$ cat src/rtl/core/slt_pkg.sv
// ----------------------------------------------------------------------------
// slt_pkg
// Types and constants shared by the sorted list table and its cells.
// ----------------------------------------------------------------------------
package slt_pkg;

    localparam int CAPACITY = 16;
    localparam int KEY_BITS = 32;
    localparam int IDX_W    = $clog2(CAPACITY);
    localparam int CNT_W    = 5;
    localparam int FUNC_W   = 3;
    localparam int POS_W    = 5;

    typedef logic [KEY_BITS-1:0] slt_key_t;

    typedef enum logic [FUNC_W-1:0] {
        FN_INSERT  = 3'd0,
        FN_DEL_VAL = 3'd1,
        FN_DEL_POS = 3'd2,
        FN_READ    = 3'd3,
        FN_FIND    = 3'd4
    } slt_func_t;

    typedef enum logic [1:0] {
        MOVE_HOLD,
        MOVE_LOAD,
        MOVE_LEFT,
        MOVE_RIGHT
    } slt_move_t;

    typedef struct packed {
        logic      cmp_en;
        slt_move_t move;
    } slt_cell_cmd_t;

    typedef enum logic {
        ST_IDLE,
        ST_EXEC
    } slt_state_t;

    typedef struct packed {
        logic [FUNC_W-1:0] func;
        logic [31:0]       key;
        logic [POS_W-1:0]  position;
    } slt_req_t;

    typedef struct packed {
        logic             ok;
        logic [31:0]      read_key;
        logic [POS_W-1:0] found_position;
        logic [CNT_W-1:0] count;
    } slt_rsp_t;

endpackage

$ cat src/rtl/core/slt_cell.sv
// ----------------------------------------------------------------------------
// slt_cell
// One slot of the sorted row: holds a key, compares it against the broadcast
// key and takes its next key from itself, the bus or either neighbor.
// ----------------------------------------------------------------------------
module slt_cell
    import slt_pkg::*;
(
    input  logic          clk,
    input  logic          rst_n,
    input  slt_cell_cmd_t cmd,
    input  logic          occupied,
    input  slt_key_t      key,
    input  slt_key_t      left_entry,
    input  slt_key_t      right_entry,
    output slt_key_t      entry,
    output logic          gt,
    output logic          eq
);

    slt_key_t entry_reg;
    slt_key_t entry_next;
    logic     gt_reg;
    logic     gt_next;
    logic     eq_reg;
    logic     eq_next;

    always_comb
    begin
        case (cmd.move)
            MOVE_HOLD:  entry_next = entry_reg;
            MOVE_LOAD:  entry_next = key;
            MOVE_LEFT:  entry_next = left_entry;
            MOVE_RIGHT: entry_next = right_entry;
            default:    entry_next = entry_reg;
        endcase
    end

    always_comb
    begin
        gt_next = gt_reg;
        eq_next = eq_reg;
        if (cmd.cmp_en)
        begin
            gt_next = occupied && (key > entry_reg);
            eq_next = occupied && (key == entry_reg);
        end
    end

    always_ff @(posedge clk)
    begin
        entry_reg <= entry_next;
    end

    always_ff @(posedge clk or negedge rst_n)
    begin
        if (!rst_n)
        begin
            gt_reg <= 1'b0;
            eq_reg <= 1'b0;
        end
        else
        begin
            gt_reg <= gt_next;
            eq_reg <= eq_next;
        end
    end

    assign entry = entry_reg;
    assign gt    = gt_reg;
    assign eq    = eq_reg;

endmodule

$ cat src/rtl/core/sorted_list_table.sv
// ----------------------------------------------------------------------------
// sorted_list_table
// Ascending key table built as a row of compare-and-shift cells.
// ----------------------------------------------------------------------------
// response: the request waits in the execute state until its result commits
//   into the response register; a stalled waiting response holds that commit
// one request at a time: the next is not accepted until the previous commits;
//   the cell row compares in the accept cycle and shifts in the commit cycle
// a waiting response does not block the next request transfer
// reset: count and control clear at once, stored keys stay undefined
module sorted_list_table
    import slt_pkg::*;
(
    input  logic     clk,
    input  logic     rst_n,
    input  logic     req_valid,
    output logic     req_stall,
    input  slt_req_t req,
    output logic     rsp_valid,
    input  logic     rsp_stall,
    output slt_rsp_t rsp
);

    slt_state_t       state_reg;
    slt_state_t       state_next;
    slt_req_t         op_reg;
    slt_req_t         op_next;
    logic [CNT_W-1:0] count_reg;
    logic [CNT_W-1:0] count_next;
    logic             rsp_valid_reg;
    logic             rsp_valid_next;
    slt_rsp_t         rsp_reg;
    slt_rsp_t         rsp_next;

    slt_cell_cmd_t    cmd   [CAPACITY];
    slt_key_t         entry [CAPACITY];
    logic [CAPACITY-1:0] gt_vec;
    logic [CAPACITY-1:0] eq_vec;
    slt_key_t         bcast_key;

    logic             req_xfer;
    logic             commit;
    logic [CNT_W-1:0] idx;
    logic             hit;
    logic             pos_ok;
    logic [POS_W-1:0] pos_m1;
    logic [CNT_W-1:0] del_at;
    logic             do_ins;
    logic             do_del;
    logic             res_ok;
    slt_key_t         res_key;

    assign req_xfer  = req_valid && !req_stall;
    assign req_stall = (state_reg != ST_IDLE);
    assign commit    = (state_reg == ST_EXEC) && (!rsp_valid_reg || !rsp_stall);
    assign bcast_key = (state_reg == ST_IDLE) ? slt_key_t'(req.key) : slt_key_t'(op_reg.key);

    // cell row
    for (genvar g = 0; g < CAPACITY; g++)
    begin : g_cell
        slt_key_t left_entry;
        slt_key_t right_entry;
        if (g == 0)
        begin : g_first
            assign left_entry = entry[g];
        end
        else
        begin : g_mid_l
            assign left_entry = entry[g-1];
        end
        if (g == CAPACITY - 1)
        begin : g_last
            assign right_entry = entry[g];
        end
        else
        begin : g_mid_r
            assign right_entry = entry[g+1];
        end

        slt_cell u_cell (
            .clk         (clk),
            .rst_n       (rst_n),
            .cmd         (cmd[g]),
            .occupied    (CNT_W'(g) < count_reg),
            .key         (bcast_key),
            .left_entry  (left_entry),
            .right_entry (right_entry),
            .entry       (entry[g]),
            .gt          (gt_vec[g]),
            .eq          (eq_vec[g])
        );
    end

    // smaller keys form a prefix, so their number is the lower bound
    assign idx    = CNT_W'($countones(gt_vec));
    assign hit    = (idx < CNT_W'(CAPACITY)) && eq_vec[idx[IDX_W-1:0]];
    assign pos_ok = (op_reg.position != '0) && (CNT_W'(op_reg.position) <= count_reg);
    assign pos_m1 = op_reg.position - POS_W'(1);

    always_comb
    begin
        do_ins  = 1'b0;
        do_del  = 1'b0;
        del_at  = idx;
        res_ok  = 1'b0;
        res_key = '0;
        rsp_next.found_position = '0;
        case (op_reg.func)
            FN_INSERT:
            begin
                res_ok = (count_reg < CNT_W'(CAPACITY));
                do_ins = res_ok;
            end
            FN_DEL_VAL:
            begin
                res_ok = hit;
                do_del = hit;
            end
            FN_DEL_POS:
            begin
                res_ok = pos_ok;
                do_del = pos_ok;
                del_at = CNT_W'(pos_m1);
            end
            FN_READ:
            begin
                res_ok = pos_ok;
                if (pos_ok)
                begin
                    res_key = entry[pos_m1[IDX_W-1:0]];
                end
            end
            FN_FIND:
            begin
                res_ok = hit;
                rsp_next.found_position = POS_W'(idx + CNT_W'(1));
            end
            default:
            begin
                res_ok = 1'b0;
            end
        endcase

        count_next = count_reg;
        if (commit && do_ins)
        begin
            count_next = count_reg + CNT_W'(1);
        end
        else if (commit && do_del)
        begin
            count_next = count_reg - CNT_W'(1);
        end

        rsp_next.ok       = res_ok;
        rsp_next.read_key = 32'(res_key);
        rsp_next.count    = count_next;
    end

    // per-cell move commands
    always_comb
    begin
        for (int i = 0; i < CAPACITY; i++)
        begin
            cmd[i].cmp_en = req_xfer;
            cmd[i].move   = MOVE_HOLD;
            if (commit && do_ins)
            begin
                if (CNT_W'(i) == idx)
                begin
                    cmd[i].move = MOVE_LOAD;
                end
                else if (CNT_W'(i) > idx)
                begin
                    cmd[i].move = MOVE_LEFT;
                end
            end
            else if (commit && do_del)
            begin
                if ((CNT_W'(i) >= del_at) && (i < CAPACITY - 1))
                begin
                    cmd[i].move = MOVE_RIGHT;
                end
            end
        end
    end

    always_comb
    begin
        state_next     = state_reg;
        op_next        = op_reg;
        rsp_valid_next = rsp_valid_reg;
        case (state_reg)
            ST_IDLE:
            begin
                if (req_xfer)
                begin
                    op_next    = req;
                    state_next = ST_EXEC;
                end
            end
            ST_EXEC:
            begin
                if (commit)
                begin
                    state_next = ST_IDLE;
                end
            end
            default:
            begin
                state_next = ST_IDLE;
            end
        endcase
        if (commit)
        begin
            rsp_valid_next = 1'b1;
        end
        else if (rsp_valid_reg && !rsp_stall)
        begin
            rsp_valid_next = 1'b0;
        end
    end

    always_ff @(posedge clk or negedge rst_n)
    begin
        if (!rst_n)
        begin
            state_reg     <= ST_IDLE;
            count_reg     <= '0;
            rsp_valid_reg <= 1'b0;
        end
        else
        begin
            state_reg     <= state_next;
            count_reg     <= count_next;
            rsp_valid_reg <= rsp_valid_next;
        end
    end

    always_ff @(posedge clk)
    begin
        op_reg <= op_next;
        if (commit)
        begin
            rsp_reg <= rsp_next;
        end
    end

    assign rsp_valid = rsp_valid_reg;
    assign rsp       = rsp_reg;

    // assertions
    a_count_range: assert property (@(posedge clk) disable iff (!rst_n)
        count_reg <= CNT_W'(CAPACITY))
        else $error("count above capacity");

    a_accept_exec: assert property (@(posedge clk) disable iff (!rst_n)
        req_xfer |=> state_reg == ST_EXEC)
        else $error("request transfer did not start execution");

    a_count_stable: assert property (@(posedge clk) disable iff (!rst_n)
        !commit |=> $stable(count_reg))
        else $error("count changed without a commit");

    a_prefix: assert property (@(posedge clk) disable iff (!rst_n)
        state_reg == ST_EXEC |-> ((gt_vec & (gt_vec + CAPACITY'(1))) == '0))
        else $error("smaller-key flags are not a prefix, row out of order");

    a_insert_count: assert property (@(posedge clk) disable iff (!rst_n)
        commit && do_ins |=> count_reg == $past(count_reg) + CNT_W'(1))
        else $error("insert did not grow the count");

endmodule

$ cat config.mk
export PLATFORM = sky130hd
export DESIGN_NAME = sorted_list_table
export DESIGN_NICKNAME = d
export VERILOG_FILES = /design/src/rtl/core/slt_pkg.sv /design/src/rtl/core/slt_cell.sv /design/src/rtl/core/sorted_list_table.sv
export SDC_FILE = /design/constraint.sdc
export NUM_CORES = 2
export LEC_CHECK = 0
export ABC_AREA = 1
export BUFFER_PORTS_ARGS = -buffer_cell sky130_fd_sc_hd__buf_2
export CORE_MARGIN = 10
export CORE_UTILIZATION = 45
export DETAILED_ROUTE_END_ITERATION = 8
export MAX_ROUTING_LAYER = met4
export SETUP_SLACK_MARGIN = 0.02
export SLEW_MARGIN = 25
export SYNTH_ARGS = -nofsm -noshare
export SYNTH_HDL_FRONTEND = slang
export SYNTH_HIERARCHICAL = 1
export SYNTH_SLANG_ARGS = --single-unit
$ cat constraint.sdc
create_clock -name clk -period 6.6 [get_ports clk]
set_clock_uncertainty 0.2 [all_clocks]
set_input_delay 1.32 -clock clk [delete_from_list [all_inputs] [get_ports clk]]
set_output_delay 1.32 -clock clk [all_outputs]
set_load 0.005 [all_outputs]
==> results.py <==
metrics = {
    "detailed_routing": {
        "wl_um": 188000,
        "first_pass_iters": 8,
        "wl_per_cell_um": 22.8,
        "drc_errors": 0,
        "vias": 47800,
        "vias_per_cell": 5.79,
        "drt-initial-drc-count": 5417,
        "drtAntennaViolNets": 0,
    },
    "run": {
        "maxCapViolations": 0,
    },
    "global_routing": {
        "antenna_found_initial": 5,
        "grt_pass1_wl_um": 281000,
        "grt_max_degree": 130,
        "track_usage_pct": 29.4,
        "grt.overflow.total": 0,
        "grt_use_met3_pct": 4.13,
        "grtUsageMet1_pct": 38.1,
        "use_met2_pct": 45.6,
        "grt-busiest-layer": "met2",
        "grt_pass1_vias": 44900,
    },
    "cells_and_area": {
        "finish.net_count": 7274,
        "final_common_cell": "nand2_1",
        "drive_gt1_share_pct": 10.0,
        "final_cell_mix": "nand2_1 (1908), nand3_1 (1070), inv_1 (674)",
        "largest_reg_flops": 512,
        "area_delta_synth_final_pct": 10.1,
    },
    "synth": {
        "synth_top_cell_by_area": "edfxtp_1",
        "postSynth.asyncResetShare_pct": 6.15,
        "dominantRegCellSynth": "edfxtp_1",
        "synth_area_leaders": "edfxtp_1 (35%), nand2_1 (14%), ha_1 (13%)",
        "synth_cell_types": 47,
        "synth_edf_count": 595,
        "yosysSeqAreaShare_pct": 36.9,
        "syn_avg_cell_area_um2": 7.62,
        "synth_nets": 7285,
        "synth_top_area_share_pct": 35.0,
        "ys_warn_count": 6,
        "ys_ff_latch": 634,
        "netlist_instances": 6701,
        "syn_area_mm2": 0.0511,
    },
    "floorplanning": {
        "die_x_um": 357,
        "row_count": 123,
        "ioPinCount": 89,
        "die_y_um": 357,
        "core_mm2": 0.113,
        "dieArea_mm2": 0.127,
        "start_util_pct": 45.4,
    },
    "sta": {
        "fin_ws_ns": 0.422,
        "tns_ns": 0,
        "fin_crit_ns": 6.18,
        "hold_viol_final": 0,
        "finalCritPeriodShare_pct": 93.6,
        "fmax_mhz": 162,
        "whs_ns": 0.281,
        "rsz0062_at_grt": "yes",
        "setup_viol": 0,
        "drv_slew": 0,
        "slew_headroom_pct": 24.4,
        "tightest_slew_ns": 1.13,
    },
    "setup_path": {
        "cp_max_fo": 32,
        "crit_top_cell": "fa_1",
        "crit_slowest_cell": "o31ai_4",
        "slowest_delay_ns": 0.95,
        "cp.arrival_ns": 6.39,
        "start_kind": "flip-flop",
        "cp_cell_sequence": "inv_1 > fa_1 > fa_1 > fa_1 > fa_1 > inv_1 > ha_1 > fa_1 > nand2_1 > inv_2 > o21ai_2 > inv_2 > nor2_1 > nand2_1 > o31ai_4 > nor2_4 > nand2_1 > nand3_1",
        "crit_type": "flip-flop to flip-flop",
        "cp_data_required_time_ns": 6.81,
        "worst_setup_path_end_kind": "flip-flop",
    },
    "run_status": {
        "status": "finished clean",
    },
    "clocking": {
        "post_cts_buffers": 0,
        "holdBufCountCts": 0,
        "htreeDepth": 3,
        "numClockSinks": 634,
        "cts_buffer_depth": 3,
        "clk_latency_ns": 0.67,
        "numCtsBuffers": 80,
        "cts_tree": "built",
        "cts_root_buf": "clkbuf_16",
        "path_clk_slew_ns": 0.07,
        "ctsResizeCount": 0,
    },
    "pwr": {
        "powerDensity_mw_per_mm2": 612,
        "p_leak_nw": 26.0,
        "vdd_drop_max_uv": 1020,
    },
    "place": {
        "place_hpwl_um": 138000,
        "gp_congestion": 0.972,
        "dpl_worst_slack_ns": 0.499,
        "portBuffers": 88,
    },
    "worst_hold_path": {
        "hold_class": "flip-flop to flip-flop",
    },
}
-- through the flow --
step	instance area, um2	total power, mW	util [%]	instances
after global placement	53500	28.9	47.5	8108
after global routing	56300	36.8	50.0	8254
after detailed placement	53500	29.2	47.5	8108
final	56300	34.4	50.0	8254
after CTS	56300	34.0	49.9	8251
after floorplan	51100	22.1	-	6701
-- routing by layer --
layer / vias to the layer above / part of all wire [%]
li1: 22500 / -
met1: 22600 / 41
met4: 0 / 5.1
met2: 2324 / 45
met5: - / 0
met3: 399 / 8.6
-- where the power goes --
part / switching, mW / internal [mW] / leakage [nW]
Sequential: 2.56 / 7.61 / 6.00
Combinational: 13.4 / 6.07 / 18.7
Clock: 1.87 / 2.87 / 1.35
Total: 17.9 / 16.6 / 26.0
-- synth_stat cells, drive strengths merged (39+ instances only) --
cell type	instances
o21ai	262
edfxtp	595
nand3	1071
buf	165
nand2	1998
nor2	500
mux2i	64
o32ai	51
ha	530
a21oi	248
inv	746
dfrtp	39
clkbuf	172
o221ai	51
-- critical path, delay by kind of cell (launching register included) --
kind / cells / cell delay [ns]
buffers and inverters: 4 / 0.28
AND/OR/NAND/NOR: 6 / 1.18
flip-flops: 1 / 0.35
AO/OA/AOI/OAI: 2 / 1.16
adder cells (fa/ha/maj): 6 / 2.67
-- final cells by class --
| class | instances | area [um2] |
|---|---|---|
| Clock inverter | 44 | 582 |
| Multi-Input combinational cell | 4981 | 28100 |
| Timing Repair Buffer | 244 | 1840 |
| Tap cell | 1500 | 1880 |
| Antenna cell | 3 | 7.51 |
| Inverter | 749 | 2820 |
| Sequential cell | 634 | 18800 |
| Clock buffer | 99 | 2170 |
| Fill cell | 11100 | 56400 |
-- path summary, 6_finish.rpt --
check,slack (ns),end,cells after the start,start
max in group asynchronous,5.32,g_cell[15].u_cell/eq$_DFFE_PN0P_,1,rst_n
min in group asynchronous,0.46,g_cell[4].u_cell/gt$_DFFE_PN0P_,1,rst_n
min,0.28,g_cell[15].u_cell/gt$_DFFE_PN0P_,2,g_cell[15].u_cell/gt$_DFFE_PN0P_
max,0.42,g_cell[3].u_cell/entry[29]$_DFFE_PP_,18,g_cell[0].u_cell/gt$_DFFE_PN0P_
min reg2reg,0.28,g_cell[15].u_cell/gt$_DFFE_PN0P_,2,g_cell[15].u_cell/gt$_DFFE_PN0P_
max reg2reg,0.42,g_cell[3].u_cell/entry[29]$_DFFE_PP_,18,g_cell[0].u_cell/gt$_DFFE_PN0P_
-- cell families (layout without fill, tap and decap cells) --
| kind of cell | after synthesis | count (layout) | synth area share, % |
|---|---|---|---|
| AND/OR/NAND/NOR | 3664 | 3664 | 31.8 |
| flip-flops | 634 | 634 | 36.9 |
| multiplexers | 64 | 64 | 1.25 |
| AO/OA/AOI/OAI | 708 | 708 | 8.27 |
| buffers and inverters | 1086 | 1136 | 8.33 |
| XOR/XNOR | 5 | 5 | 0.0857 |
| other | 0 | 3 | 0 |
| adder cells (fa/ha/maj) | 540 | 540 | 13.4 |
(Power assumes the default switching activity.)
